`config.mk`:
```
export PLATFORM = sky130hd
export DESIGN_NAME = esi_front_flat
export DESIGN_NICKNAME = d
export VERILOG_FILES = /design/src/design/esi_pkg.sv /design/src/design/esi_req_if.sv /design/src/design/esi_front.sv /design/src/flat_wrapper.sv
export SDC_FILE = /design/constraint.sdc
export NUM_CORES = 1
export LEC_CHECK = 0
export BUFFER_PORTS_ARGS = -buffer_cell sky130_fd_sc_hd__clkbuf_2
export CAP_MARGIN = 10
export CORE_AREA = 2 2 71 73
export DETAILED_ROUTE_END_ITERATION = 7
export DIE_AREA = 0 0 73 75
export PLACE_DENSITY = 0.75
export SKIP_CTS_REPAIR_TIMING = 1
export SLEW_MARGIN = 15
export SYNTH_ARGS = -nofsm -noshare
export SYNTH_HDL_FRONTEND = slang
export SYNTH_SLANG_ARGS = --single-unit
```
`constraint.sdc`:
```
create_clock -name i_clk -period 2.8 [get_ports i_clk]
set_input_delay 0.56 -clock i_clk [delete_from_list [all_inputs] [get_ports i_clk]]
set_output_delay 0.56 -clock i_clk [all_outputs]
set_load 0.02 [all_outputs]
```
`src/design/esi_pkg.sv`:
```
// Shared types, constants and helpers of the elastic symbol inverse block.
// No dependencies; the design modules import this package, the two interfaces do not.
package esi_pkg;

    localparam int TRIG_ENTRIES_DEF = 1024;
    localparam int GRID_MAX         = 1024;
    localparam longint PI_HALF_Q30  = 64'sd1686629713;
    localparam int QUEUE_DEPTH      = 2;
    localparam int CFG_IDX_W        = 3;
    localparam int CFG_DATA_W       = 32;
    localparam int DIV_W            = 72;
    localparam int DSR_W            = 64;

    localparam logic [31:0] RST_SHEAR   = 32'd65536;
    localparam logic [31:0] RST_LAME    = 32'd0;
    localparam logic [31:0] RST_SPACING = 32'd65536;
    localparam logic [10:0] RST_GRID    = 11'd256;
    localparam logic [31:0] RST_THRESH  = 32'd1;

    localparam logic [DIV_W:0] Q16_NEG_MAG = (DIV_W+1)'(64'h8000_0000);
    localparam logic [DIV_W:0] Q16_POS_MAG = (DIV_W+1)'(64'h7FFF_FFFF);

    typedef enum logic [CFG_IDX_W-1:0] {
        CFG_SHEAR       = 3'd0,
        CFG_LAME        = 3'd1,
        CFG_SPACING_ONE = 3'd2,
        CFG_SPACING_TWO = 3'd3,
        CFG_ROWS        = 3'd4,
        CFG_COLS        = 3'd5,
        CFG_THRESH      = 3'd6
    } t_cfg_idx;

    typedef struct packed {
        logic [31:0] shear;
        logic [31:0] lame;
        logic [31:0] h1;
        logic [31:0] h2;
        logic [10:0] rows;
        logic [10:0] cols;
        logic [31:0] thresh;
    } t_cfg;

    typedef struct packed {
        logic [9:0] k1;
        logic [9:0] k2;
        logic       bad;
    } t_job;

    typedef struct packed {
        logic signed [31:0] e11;
        logic signed [31:0] e12;
        logic signed [31:0] e22;
        logic               sing;
        logic               clip;
        logic               ierr;
    } t_res;

    typedef struct packed {
        logic             start;
        logic [DIV_W-1:0] num;
        logic [DSR_W-1:0] den;
    } t_div_req;

    typedef struct packed {
        logic             done;
        logic [DIV_W-1:0] quo;
        logic [DSR_W-1:0] rem;
        logic [DSR_W-1:0] den;
    } t_div_rsp;

    typedef struct packed {
        logic signed [31:0] val;
        logic               clip;
    } t_q16;

    typedef enum logic [2:0] {
        B_IDLE, B_PHASE, B_TAB, B_MUL, B_SYM, B_DET, B_INV, B_DONE
    } t_bstate;

    // Saturate a sign-magnitude value into signed Q16.16.
    function automatic t_q16 to_q16(input logic [DIV_W:0] mag, input logic neg);
        t_q16 r;
        r.clip = 1'b0;
        if (neg) begin
            if (mag >= Q16_NEG_MAG) begin
                r.val  = 32'sh8000_0000;
                r.clip = (mag > Q16_NEG_MAG);
            end else begin
                r.val = -signed'(mag[31:0]);
            end
        end else if (mag > Q16_POS_MAG) begin
            r.val  = 32'sh7FFF_FFFF;
            r.clip = 1'b1;
        end else begin
            r.val = signed'(mag[31:0]);
        end
        return r;
    endfunction

endpackage

```
`src/design/esi_req_if.sv`:
```
// Request channel: one frequency bin per request.
// Standalone interface, no package dependency.
interface esi_req_if;
    logic       valid;
    logic       ready;
    logic [9:0] freq_row;
    logic [9:0] freq_col;

    modport source (output valid, output freq_row, output freq_col, input ready);
    modport sink   (input valid, input freq_row, input freq_col, output ready);
endinterface

```
`src/design/esi_front.sv`:
```
// Front end: accept requests, flag bins outside the grid, buffer jobs.
// Depends on esi_pkg and the esi_req_if interface.
module esi_front (
    input  logic          i_clk,
    input  logic          i_rst_n,
    esi_req_if.sink       i_req,
    input  logic [10:0]   i_rows,
    input  logic [10:0]   i_cols,
    output esi_pkg::t_job o_job,
    output logic          o_job_valid,
    input  logic          i_job_pop
);
    import esi_pkg::*;

    localparam int PTR_W = $clog2(QUEUE_DEPTH);
    localparam int CNT_W = $clog2(QUEUE_DEPTH + 1);

    t_job             r_q [QUEUE_DEPTH];
    logic [PTR_W-1:0] r_wp;
    logic [PTR_W-1:0] r_rp;
    logic [CNT_W-1:0] r_cnt;
    t_job             w_job;
    logic             w_push;
    logic             w_pop;

    always_comb begin
        w_job.k1  = i_req.freq_row;
        w_job.k2  = i_req.freq_col;
        w_job.bad = (i_rows == '0) || ({21'd0, i_rows} > 32'(GRID_MAX))
                 || (i_cols == '0) || ({21'd0, i_cols} > 32'(GRID_MAX))
                 || ({1'b0, i_req.freq_row} >= i_rows)
                 || ({1'b0, i_req.freq_col} >= i_cols);
    end

    assign i_req.ready = (r_cnt != CNT_W'(QUEUE_DEPTH));
    assign w_push      = i_req.valid && i_req.ready;
    assign w_pop       = i_job_pop && (r_cnt != '0);
    assign o_job_valid = (r_cnt != '0);
    assign o_job       = r_q[r_rp];

    always_ff @(posedge i_clk) begin
        if (!i_rst_n) begin
            r_wp  <= '0;
            r_rp  <= '0;
            r_cnt <= '0;
        end else begin
            if (w_push) begin
                r_wp <= (r_wp == PTR_W'(QUEUE_DEPTH - 1)) ? '0 : r_wp + 1'b1;
            end
            if (w_pop) begin
                r_rp <= (r_rp == PTR_W'(QUEUE_DEPTH - 1)) ? '0 : r_rp + 1'b1;
            end
            r_cnt <= r_cnt + CNT_W'(w_push) - CNT_W'(w_pop);
        end
    end

    always_ff @(posedge i_clk) begin
        if (w_push) begin
            r_q[r_wp] <= w_job;
        end
    end
endmodule

```
`src/flat_wrapper.sv`:
```
// flat-port wrapper written by rule: the top's interface ports become plain ports
module esi_front_flat import esi_pkg::*;
  (i_clk, i_rst_n, i_rows, i_cols, o_job, o_job_valid, i_job_pop, i_req_valid, i_req_freq_row, i_req_freq_col, i_req_ready);
  esi_req_if i_req_i ();
  input  logic i_clk;
  input  logic i_rst_n;
  input  logic [10:0] i_rows;
  input  logic [10:0] i_cols;
  output esi_pkg::t_job o_job;
  output logic o_job_valid;
  input  logic i_job_pop;
  input wire logic [$bits(i_req_i.valid)-1:0] i_req_valid;
  input wire logic [$bits(i_req_i.freq_row)-1:0] i_req_freq_row;
  input wire logic [$bits(i_req_i.freq_col)-1:0] i_req_freq_col;
  output wire logic [$bits(i_req_i.ready)-1:0] i_req_ready;
  assign i_req_i.valid = i_req_valid;
  assign i_req_i.freq_row = i_req_freq_row;
  assign i_req_i.freq_col = i_req_freq_col;
  assign i_req_ready = i_req_i.ready;
  esi_front u_core (.i_clk(i_clk), .i_rst_n(i_rst_n), .i_req(i_req_i), .i_rows(i_rows), .i_cols(i_cols), .o_job(o_job), .o_job_valid(o_job_valid), .i_job_pop(i_job_pop));
endmodule
```
[Word-level counts from Yosys, hierarchy flattened]
Memory sizes are Yosys's and may differ from the RTL's. A register that Yosys moved wholly into a read port is not among the register bits.
Cells that the tools add are included.
Operators by class
  add/sub/neg operators: 4
  $lt $le $gt $ge: 4
  equal/unequal tests: 1
  muxes and demuxes: 6
  reductions and logical operators: 10
Operators by type and width (count)
  $ge 10x11->1: 2
  $gt 11x11->1 const B: 2
  $logic_not 11->1: 2
  $mux 1: 6
  $logic_or 1x1->1: 5
  $add 1x1->1 const B: 2
  $add 2x1->2: 1
  $logic_and 1x1->1: 2
  $ne 2x2->1 const B: 1
  $reduce_bool 2->1: 1
  $sub 2x1->2: 1
Storage, ports and cells
  register bits: 4
  RAM bits: 42
  memories kept: 1
Memory list
  u_core.r_q: depth 2, bits a word 21, rd ports 1, clocked after Yosys merged registers in 1, write ports 1, RTL line esi_front.sv:18  | t_job r_q [QUEUE_DEPTH];

[Longest topological paths before layout]
  word-level depth: 6
  gate-level depth with buffers: 8

[Worst setup path after synthesis]
No wires, ideal clock.
  path type: input-to-reg
  start point: input i_cols[2]
  end point: memory u_core.r_q[0][0] (netlist bit), data pin
  setup time: 0.278 ns
  data arrival time: 1.962 ns
  path slack: 0.560 ns
  stages: 7
  path through: inv_1 > ha_1 > a21oi_1 > a21oi_1 > a2111oi_0 > nor2_1 > or4_1
RTL lines
  start, declared: RTL line flat_wrapper.sv:8  | input logic [10:0] i_cols;
  end, declared: RTL line esi_front.sv:18

==> results.md <==
- Status: finished clean
- Setup CP Type: in2reg
- Leakage: 0.001249 µW
- Vias in the first global route: 1530
- PwrDens: 699.5 nW/µm²
- Mapped Area: 2315 µm²
- Max-cap violations: 0
- Num CTS Buffers: 5
- First-pass GRT wire length: 6.803 mm
- Async set-reset flop share out of synthesis: 0
- DRT iter0 DRCs: 33
- Max Slew Vio Count: 0
- ANT cells: 0
- Share of the yosys chip area belonging to registers: 0.5881
- Total power: 1980 µW
- CORE AREA: 4661 µm²
- Worst Path Arrival: 2.18 ns
- Final Cycle Share: 0.7685
- Die Width: 73 µm
- Skew final: 0.005782 ns
- Clock root cell: clkbuf_8
- HPWL after detailed placement: 3.365 mm
- TritonRoute pass-1 iters: 4
- Max FO, Critical Path: 3
- Global-route usage over all layers: 0.1694
- CP endpoint kind: register
- Cells after synthesis: 169
- Via count: 1562
- Port Buffer Count: 68
- H-tree depth: 2
- Top FF cell, synth: edfxtp_1
- FF+latch count, synth: 47
- Final Cell Area: 2830 µm²
- Routability congestion estimate from global placement: 0.7742
- Clk sinks: 47
- Fin nets: 313
- Die height: 75 µm
- Filler cells: 392
- TritonCTS clock tree: built
- Average size of a mapped cell: 13.70 µm²
- Clock-pin slew on the worst setup and hold paths: 0.08 ns
- RSZ-0062 raised after global routing: false
- Slowest cell on crit path: or4_1
- Initial core utilization: 0.4966
- Cell mode on critical path: a21oi_1
- Library cells used by synthesis: 30
- WL final: 4.344 mm
- Vias per inst: 5.224
- Max-slew headroom: 0.6685
- Final setup violation count: 0
- Setup crit start kind: primary input
- Top-Level Pins: 69
- Minimum clock period: 2.152 ns
- Wirelength per Cell: 14.53 µm
- EDFF count, synth: 42
- Initial antenna violation count: 0
- Worst endpoint required time: 2.83 ns
- Total nets after synthesis: 237
- Layout area overhead: 22.27%
- Worst Tran Pin Value: 0.4968 ns
- Setup TNS Final: 0 ns
- Dpl ws: 0.3358 ns
- Final WS setup: 0.6481 ns
- Routed Antenna Nets: 0
- Largest net degree at the start of global routing: 22
- Placed cell area: 2753 µm²
- CP Cell Sequence: clkbuf_2 > inv_1 > ha_1 > a21oi_1 > a21oi_1 > a2111oi_0 > nor2_1 > or4_1
- Fmax: 0.4647 GHz
- Min-Delay Path Class: in2reg
- Skew-Pair Late Insertion Delay: 0.29 ns
- Total grt overflow: 0
- Worst VDD drop: 392.9 µV
- Synth Warn #: 0
- Final Hold Vio Count: 0
- CP max stage delay: 0.53 ns
- DR DRC count: 0
- CTS max path bufs: 2
- Layout cell share with drive strength beyond 1: 0.4163
- FP Rows: 25
- Die area: 5475 µm²
-- synth_stat cells, types with 2 or more instances --
| cell | number | share of area |
|---|---|---|
| nand4b_1 | 2 | 0.0076 |
| nor2_1 | 5 | 0.0081 |
| nor2b_1 | 2 | 0.0054 |
| a2111oi_0 | 2 | 0.0076 |
| nand2_1 | 6 | 0.0097 |
| nand3_1 | 2 | 0.0043 |
| a211oi_1 | 2 | 0.0065 |
| and2_1 | 4 | 0.011 |
| clkbuf_1 | 2 | 0.0032 |
| inv_1 | 23 | 0.037 |
| a21o_1 | 2 | 0.0065 |
| nand4_1 | 2 | 0.0054 |
| mux2_2 | 21 | 0.10 |
| xnor2_1 | 3 | 0.011 |
| ha_1 | 22 | 0.12 |
| dfxtp_1 | 5 | 0.043 |
| a21oi_1 | 8 | 0.017 |
| edfxtp_1 | 42 | 0.54 |
| or4_1 | 3 | 0.0097 |
-- cell type report --
class	count	area [µm²]	area share
clock inverter	2	8.758	0.003095
inverter	23	86.33	0.03050
timing repair buffer	71	375.4	0.1326
tap	54	67.56	0.02387
clock buffer	5	68.82	0.02431
sequential	47	1361	0.4810
multi-input combinational	97	862.1	0.3046
-- cell families after synthesis --
logic type / count (synthesis) / synth area share
mux: 21 / 0.1022
fa+ha+maj: 22 / 0.1189
buf+inv: 25 / 0.04054
compound gates: 16 / 0.04487
flops: 47 / 0.5881
xor+xnor: 3 / 0.01135
simple gates: 35 / 0.09406
-- layer usage --
metal	routed length (µm)	global-route usage
met4	76	0.07819
met5	0	0
met1	1792	0.1995
met2	2296	0.2963
met3	180	0.03748
-- metrics by stage --
step           cells  hold slack [ns]  utilization
5_1_grt          299           0.4704       0.6072
3_3_place_gp     292           0.5304       0.5906
6_report         299           0.4702       0.6072
2_1_floorplan    169           0.5042            -
3_5_place_dp     292           0.5310       0.5906
4_1_cts          299           0.4626       0.6072
-- worst max-delay path, delay by kind of cell --
kind,cells,cell delay [ns]
and+or+nand+nor,2,0.60
buffers and inverters,2,0.13
adders and majority gates,1,0.29
AOI/OAI and AO/OA,3,0.59
-- worst paths after layout --
check        slack (ns)  cells past startpoint                 to               from
max                0.65                      8   u_core.r_q[1][0]          i_cols[2]
min                0.47                      1  u_core.r_q[1][11]  i_req_freq_row[0]
max reg2reg        1.00                      8    u_core.r_cnt[1]    u_core.r_cnt[1]
min reg2reg        0.54                      2           register        u_core.r_rp
-- power by group --
part           switching (µW)  total (µW)  internal, µW
Combinational             392         694           302
Sequential               34.4         916           882
Clock                     203         370           166
-- placed cells by master, fill, tap and decap left out, types with 2 or more instances in the layout --
master     count
dfxtp_1        5
nor2b_1        2
mux2_2        21
inv_1         23
clkbuf_8       5
edfxtp_1      42
a21o_1         2
and2_1         4
buf_4          2
nand4b_1       2
nor2_1         4
ha_1          22
clkbuf_2      68
nand2_1        6
a2111oi_0      2
a21oi_1        8
nand3_1        2
xnor2_1        3
or4_1          3
a211oi_1       2
nand4_1        2
-- state kept, by name, summed over array words and instances, names as in the netlist, named ones only --
signal,flops
u_core.r_cnt,2
u_core.r_q,42
u_core.r_wp,1
u_core.r_rp,1
(Power assumes the default switching activity.)
