### config.mk
export PLATFORM = sky130hd
export DESIGN_NAME = esi_div
export DESIGN_NICKNAME = d
export VERILOG_FILES = /design/src/design/esi_pkg.sv /design/src/design/esi_div.sv
export SDC_FILE = /design/constraint.sdc
export NUM_CORES = 1
export LEC_CHECK = 0
export BUFFER_PORTS_ARGS = -buffer_cell sky130_fd_sc_hd__buf_2
export CAP_MARGIN = 40
export CORE_AREA = 2 2 209 252
export DETAILED_ROUTE_END_ITERATION = 6
export DIE_AREA = 0 0 211 254
export GPL_ROUTABILITY_DRIVEN = 0
export PLACE_DENSITY = 0.47
export SYNTH_ARGS = -nofsm -noshare
export SYNTH_HDL_FRONTEND = slang
export SYNTH_SLANG_ARGS = --single-unit
export TNS_END_PERCENT = 10
### constraint.sdc
create_clock -name i_clk -period 2.8 [get_ports i_clk]
set_input_delay 0.56 -clock i_clk [delete_from_list [all_inputs] [get_ports i_clk]]
set_output_delay 0.56 -clock i_clk [all_outputs]
set_load 0.02 [all_outputs]
### src/design/esi_pkg.sv
// Shared types, constants and helpers of the elastic symbol inverse block.
// No dependencies; the design modules import this package, the two interfaces do not.
package esi_pkg;

    localparam int TRIG_ENTRIES_DEF = 1024;
    localparam int GRID_MAX         = 1024;
    localparam longint PI_HALF_Q30  = 64'sd1686629713;
    localparam int QUEUE_DEPTH      = 2;
    localparam int CFG_IDX_W        = 3;
    localparam int CFG_DATA_W       = 32;
    localparam int DIV_W            = 72;
    localparam int DSR_W            = 64;

    localparam logic [31:0] RST_SHEAR   = 32'd65536;
    localparam logic [31:0] RST_LAME    = 32'd0;
    localparam logic [31:0] RST_SPACING = 32'd65536;
    localparam logic [10:0] RST_GRID    = 11'd256;
    localparam logic [31:0] RST_THRESH  = 32'd1;

    localparam logic [DIV_W:0] Q16_NEG_MAG = (DIV_W+1)'(64'h8000_0000);
    localparam logic [DIV_W:0] Q16_POS_MAG = (DIV_W+1)'(64'h7FFF_FFFF);

    typedef enum logic [CFG_IDX_W-1:0] {
        CFG_SHEAR       = 3'd0,
        CFG_LAME        = 3'd1,
        CFG_SPACING_ONE = 3'd2,
        CFG_SPACING_TWO = 3'd3,
        CFG_ROWS        = 3'd4,
        CFG_COLS        = 3'd5,
        CFG_THRESH      = 3'd6
    } t_cfg_idx;

    typedef struct packed {
        logic [31:0] shear;
        logic [31:0] lame;
        logic [31:0] h1;
        logic [31:0] h2;
        logic [10:0] rows;
        logic [10:0] cols;
        logic [31:0] thresh;
    } t_cfg;

    typedef struct packed {
        logic [9:0] k1;
        logic [9:0] k2;
        logic       bad;
    } t_job;

    typedef struct packed {
        logic signed [31:0] e11;
        logic signed [31:0] e12;
        logic signed [31:0] e22;
        logic               sing;
        logic               clip;
        logic               ierr;
    } t_res;

    typedef struct packed {
        logic             start;
        logic [DIV_W-1:0] num;
        logic [DSR_W-1:0] den;
    } t_div_req;

    typedef struct packed {
        logic             done;
        logic [DIV_W-1:0] quo;
        logic [DSR_W-1:0] rem;
        logic [DSR_W-1:0] den;
    } t_div_rsp;

    typedef struct packed {
        logic signed [31:0] val;
        logic               clip;
    } t_q16;

    typedef enum logic [2:0] {
        B_IDLE, B_PHASE, B_TAB, B_MUL, B_SYM, B_DET, B_INV, B_DONE
    } t_bstate;

    // Saturate a sign-magnitude value into signed Q16.16.
    function automatic t_q16 to_q16(input logic [DIV_W:0] mag, input logic neg);
        t_q16 r;
        r.clip = 1'b0;
        if (neg) begin
            if (mag >= Q16_NEG_MAG) begin
                r.val  = 32'sh8000_0000;
                r.clip = (mag > Q16_NEG_MAG);
            end else begin
                r.val = -signed'(mag[31:0]);
            end
        end else if (mag > Q16_POS_MAG) begin
            r.val  = 32'sh7FFF_FFFF;
            r.clip = 1'b1;
        end else begin
            r.val = signed'(mag[31:0]);
        end
        return r;
    endfunction

endpackage

### src/design/esi_div.sv
// Radix-2 restoring divider, one quotient bit per cycle.
// Depends on esi_pkg for the request and response structs.
module esi_div (
    input  logic              i_clk,
    input  logic              i_rst_n,
    input  esi_pkg::t_div_req i_req,
    output esi_pkg::t_div_rsp o_rsp
);
    import esi_pkg::*;

    localparam int CNT_W = $clog2(DIV_W);

    logic             r_busy;
    logic             r_done;
    logic [CNT_W-1:0] r_cnt;
    logic [DIV_W-1:0] r_num;
    logic [DIV_W-1:0] r_quo;
    logic [DSR_W-1:0] r_rem;
    logic [DSR_W-1:0] r_den;
    logic [DSR_W:0]   w_shift;
    logic [DSR_W:0]   w_diff;
    logic             w_ge;

    assign w_shift = {r_rem, r_num[DIV_W-1]};
    assign w_ge    = (w_shift >= {1'b0, r_den});
    assign w_diff  = w_shift - {1'b0, r_den};

    always_ff @(posedge i_clk) begin
        if (!i_rst_n) begin
            r_busy <= 1'b0;
            r_done <= 1'b0;
            r_cnt  <= '0;
        end else begin
            r_done <= 1'b0;
            if (i_req.start) begin
                r_busy <= 1'b1;
                r_cnt  <= '0;
            end else if (r_busy) begin
                r_cnt <= r_cnt + 1'b1;
                if (r_cnt == CNT_W'(DIV_W - 1)) begin
                    r_busy <= 1'b0;
                    r_done <= 1'b1;
                end
            end
        end
    end

    always_ff @(posedge i_clk) begin
        if (i_req.start) begin
            r_num <= i_req.num;
            r_den <= i_req.den;
            r_rem <= '0;
            r_quo <= '0;
        end else if (r_busy) begin
            r_num <= {r_num[DIV_W-2:0], 1'b0};
            r_rem <= w_ge ? w_diff[DSR_W-1:0] : w_shift[DSR_W-1:0];
            r_quo <= {r_quo[DIV_W-2:0], w_ge};
        end
    end

    assign o_rsp.done = r_done;
    assign o_rsp.quo  = r_quo;
    assign o_rsp.rem  = r_rem;
    assign o_rsp.den  = r_den;
endmodule

### Yosys cells after proc, flatten, opt, wreduce, memory -nomap -nowiden

Index checks and enable logic that the tools add are counted.

| word-level totals | value |
|---|---|
| input bits | 139 |
| bits in writable memories | 0 |
| bits in latches | 0 |
| memories kept | 0 |
| logic and storage cells | 23 |
| bits in read-only memories | 0 |
| flip-flop bits (word level) | 281 |
| output and inout bits | 201 |

| cells by class | value |
|---|---|
| mux-type cells | 7 |
| shift operators | 0 |
| reduce and logical (&&, ||, !) cells | 3 |
| multipliers | 0 |
| bitwise operators | 2 |
| order comparisons | 1 |
| eq/ne operators | 1 |
| $add $sub $neg | 2 |
| divide/modulo/power cells | 0 |

Operator list:

| operator | number |
|---|---|
| $mux W72 | 2 |
| $ge A65 B64 Y1 | 1 |
| $mux W64 | 1 |
| $sub A64 B64 Y64 | 1 |
| $add A7 B1 Y7 const B | 1 |
| $eq A7 B7 Y1 const B | 1 |
| $mux W1 | 4 |
| $reduce_or A3 Y1 | 1 |
| $not A1 Y1 | 2 |
| $reduce_bool A2 Y1 | 1 |
| $reduce_or A2 Y1 | 1 |

### Depth between registers and ports, before layout

| depth | value |
|---|---|
| depth after elaboration | 4 |
| gate-level depth with buffers | 16 |
| gate-level depth less buffers | 14 |

### Worst setup path after synthesis

No wires, ideal clock.

| timing path | value |
|---|---|
| kind | register -> register |
| start | register r_den[0] |
| end | register r_rem[58] |
| arrival time | 3.137 ns |
| stages on the path, launching flop included | 14 |
| path slack | -0.423 ns |
| library setup time | 0.086 ns |
| required time | 2.714 ns |
| period minus slack after synthesis | 3.223 ns |
| buffers on the path | 0 |
| cell sequence | edfxtp_1 > ha_1 > fa_1 > nor2b_1 > o2111ai_1 > a211oi_1 > o21a_1 > o211ai_1 > a21oi_1 > o21ai_0 > o211a_1 > o21ai_0 > mux2_2 > a211oi_1 |

| on the way | value |
|---|---|
| longest elaborated chain between the ends | 2 |
| elaborated cells between the ends (all ways) | 3 |
| classes of those cells | 1 x add/sub; 1 x order compare; 1 x mux |

Ends and longest elaborated chain:

| what | line | RTL |
|---|---|---|
| from (decl) | esi_div.sv:19 | `logic [DSR_W-1:0] r_den;` |
| from (signal assigned) | esi_div.sv:51 | `r_den <= i_req.den;` |
| $sub A64 B64 Y64 / $ge A65 B64 Y1 (equally long branches) | esi_div.sv:26, esi_div.sv:25 |  |
| $mux W64 * | esi_div.sv:56 | `r_rem <= w_ge ? w_diff[DSR_W-1:0] : w_shift[DSR_W-1:0];` |
| to (signal assigned) | esi_div.sv:56 |  |
| to (decl) | esi_div.sv:18 | `logic [DSR_W-1:0] r_rem;` |

Every way passes the cells marked *; elsewhere a longest branch is shown, timed or not.
A chain may end at the register's enable or synchronous reset.

### Final worst setup path

| timing path | value |
|---|---|
| start | register r_den[4] |
| end | register r_rem[58] |

The elaborated chain is that of the path after synthesis.

==> flow_summary.yaml <==
yosys:
  synth-async-reset-ratio: 0
  synth_edf_count: 136
  synth-seq-cells: 281
  synth_flop_cell: "dfxtp_1"
  synth.distinct_cells: 64
  syn-num-nets: 1679
  synthTopCellsByArea: "edfxtp_1, dfxtp_1, mux2_2, ha_1, nor2_1"
  synth-seq-area-share: 0.477
  synth_top_cell_by_area: "edfxtp_1"
  yosysWarnings: 0
  synthesis.area_um2: 14600
  synth_top_cell_area_share: 0.279
  avgSynthCellArea_um2: 9.93
  netlist_instances: 1474
pwr:
  max-vdd-ir-drop_v: 0.000393
  p_leak_nw: 9.73
  power_density_nw_per_um2: 569
global_route:
  grt_max_degree: 112
  grt_overflow: 0
  grt_pass1_vias: 13400
  grt_antenna_before_repair: 5
  track_usage: 0.172
  grt_pass1_wl_um: 72600
finish:
  syn2layout_area_growth_pct: 47.1
  drive_gt1_frac: 0.435
  nets: 2326
clock_tree:
  clk_pin_slew_worst_paths_ns: 0.06
  clock_sinks: 281
  cts_buffers: 35
  cts_tree: "yes"
  clk_path_buf_depth: 3
  clkLatencyLatePin_ns: 0.54
  cts_root_buffer: "clkbuf_16"
  htree_levels: 2
die:
  core_um2: 51100
  dieArea_um2: 53600
  initial_core_util: 0.286
  die_w_um: 211
  std_cell_rows: 91
  io-pin-count: 340
  dieHeight_um: 254
worst_setup_path:
  cp_max_fo: 5
  r2r_start: "r_den[4]"
  reg2reg_depth: 15
  critPathCaptureType: "flip-flop"
  worst_ep_required_time_ns: 3.23
  worstPathArrival_ns: 3.62
  cp_cell_sequence: "inv_2, ha_4, a21o_1, a31oi_2, a21oi_2, o2111a_2, o22ai_4, o211a_4, o21ai_4, a211oi_4, buf_6, buf_12, mux2_2, mux2i_1, a211oi_2"
  max_stage_delay_ns: 0.40
  criticalPathCategory: "flip-flop to flip-flop"
  timing.rr.end: "r_rem[58]"
  r2r_setup_slack_ns: -0.40
  critPathSlowestCell: "edfxtp_1"
  crit_path_start_kind: "flip-flop"
placed_design:
  hpwl_um: 35800
  pre_cts_ws_ns: -0.587
  numPortBuffers: 339
sta:
  clock_skew_ns: 0.0160
  fmax_mhz: 313
  finalWorstSetupSlack_ns: -0.396
  finalSetupTns_ns: -19.50
  rsz0062_at_grt: "true"
  relSlewSlack: 0.489
  hold_viol_final: 0
  finalSetupViolCount: 65
  fin_crit_ns: 3.20
  drv_slew: 0
  final.period_utilization: 1.14
  tightest_slew_ns: 0.766
drt:
  finalWirelength_um: 47300
  firstDrtPassIters: 5
  vias: 13100
  viasPerCell: 4.69
  ant_nets: 0
  wl_per_cell_um: 16.9
  drc: 0
  drt_iter0_markers: 509
min_path:
  min_from: "i_req[5]"
  hold_depth: 1
  min_to: "r_den[5]"
  hold_class: "input pin to flip-flop"
outcome:
  failed_checks: "setup timing"
  status: "complete, but fails checks"
flow_run:
  maxCapViolCount: 0
==> cell type report <==
cell class | count | area, um2
Tap cell | 651 | 815
Clock buffer | 45 | 996
Inverter | 84 | 315
Antenna cell | 2 | 5.00
Sequential cell | 281 | 6990
Clock inverter | 18 | 175
Timing Repair Buffer | 692 | 4670
Fill cell | 5081 | 29600
Multi-Input combinational cell | 1027 | 7560
==> how the worst max path moves through the flow <==
| stage | start | end | slack [ns] |
|---|---|---|---|
| final | r_den[4] | r_rem[58] | -0.40 |
| after global routing | r_den[4] | r_rem[58] | -0.50 |
| after CTS | r_den[0] | r_rem[58] | -0.44 |
| after detailed placement | r_den[59] | r_rem[56] | -0.59 |
| after global placement | r_den[59] | r_rem[56] | -0.56 |
| after floorplan | r_den[1] | r_rem[46] | -0.25 |
==> cell usage in the layout (no fill, tap or decap), types with 6 or more instances in the layout <==
cell / synthesis / layout
o21ai_1: 11 / 20
nand4_1: 21 / 21
a21oi_1: 129 / 107
xor2_1: 23 / 23
mux2_2: 74 / 72
nor2b_1: 15 / 13
and2_1: 10 / 8
mux2i_1: 77 / 77
nand2_1: 73 / 73
buf_2: 5 / 338
a211oi_2: 0 / 8
ha_4: 0 / 9
inv_2: 0 / 6
buf_6: 6 / 15
nor2_1: 211 / 202
edfxtp_1: 136 / 136
buf_12: 0 / 9
a21o_1: 27 / 27
inv_1: 84 / 78
xnor2_1: 38 / 38
clkbuf_16: 0 / 40
and3_1: 7 / 7
buf_4: 2 / 320
a211oi_1: 53 / 45
nand2b_1: 9 / 9
o21a_1: 10 / 9
o21ai_0: 51 / 36
a21oi_2: 0 / 21
nor2_2: 0 / 6
nor3_1: 15 / 9
nand3_1: 14 / 12
o21bai_1: 14 / 13
dfxtp_1: 145 / 144
ha_1: 65 / 56
==> Yosys cell counts, types with 7 or more instances <==
master,n
a211oi_1,53
nand3_1,14
dfxtp_1,145
buf_1,11
xor2_1,23
o21ai_0,51
o21a_1,10
mux2i_1,77
o21ai_1,11
xnor2_1,38
nand4_1,21
nor3_1,15
o21bai_1,14
and2_1,10
nor2b_1,15
nor2_1,211
mux2_2,74
nand2b_1,9
ha_1,65
nand2_1,73
clkbuf_1,58
edfxtp_1,136
a21o_1,27
inv_1,84
and3_1,7
a21oi_1,129
==> registers in the layout, indices dropped and copies added, names as in the netlist <==
register and cells:
r_num 72, r_quo 72, r_den 64, r_rem 64
r_cnt 7, r_busy 1, r_done 1
==> power breakdown <==
| group | total, W | leakage [nW] | switching (W) | internal (W) |
|---|---|---|---|---|
| combinational | 0.00290 | 6.62 | 0.00151 | 0.00139 |
| clock | 0.00464 | 0.581 | 0.00184 | 0.00280 |
| sequential | 0.00472 | 2.53 | 0.000114 | 0.00460 |
==> metal layers <==
layer | vias to the layer above | part of all wire | global-route usage
met5 | - | 0.00044 | 0
met4 | 4 | 0.028 | 0.0519
met3 | 81 | 0.066 | 0.0487
met2 | 306 | 0.50 | 0.303
met1 | 6177 | 0.40 | 0.200
li1 | 6570 | - | -
==> worst max-delay path: cells and delay by family, from the launching register on <==
| family | cells | cell delay, ns |
|---|---|---|
| flip-flops | 1 | 0.40 |
| AO/OA/AOI/OAI | 9 | 1.58 |
| multiplexers | 2 | 0.50 |
| buffers and inverters | 3 | 0.38 |
| adder cells (fa/ha/maj) | 1 | 0.21 |
==> repair_timing <==
action	in CTS	in global routing
pin swaps	47	31
gates cloned	3	3
hold buffers	0	0
setup endpoints to repair	65	65
resized for setup	88	55
buffers inserted	13	13
==> stage by stage <==
stage / utilization / instance area [um2] / hold slack [ns] / power [W] / instances
after global routing: 0.421 / 21500 / 0.170 / 0.0129 / 2798
after detailed placement: 0.379 / 19400 / 0.486 / 0.00751 / 2703
after global placement: 0.379 / 19400 / 0.479 / 0.00750 / 2702
after CTS: 0.413 / 21100 / 0.160 / 0.0124 / 2782
after floorplan: - / 14700 / 0.462 / 0.00626 / 1474
final: 0.421 / 21500 / 0.194 / 0.0123 / 2800
==> kinds of logic (layout without fill, tap and decap cells) <==
group | Yosys count | in the layout | share of synthesized area
xor+xnor | 61 | 61 | 0.0365
buf+inv | 166 | 839 | 0.0466
compound gates | 353 | 353 | 0.153
simple gates | 396 | 396 | 0.120
other cells | 0 | 2 | 0
flops | 281 | 281 | 0.477
mux | 151 | 151 | 0.110
fa+ha+maj | 66 | 66 | 0.0569
(Power assumes the default switching activity.)
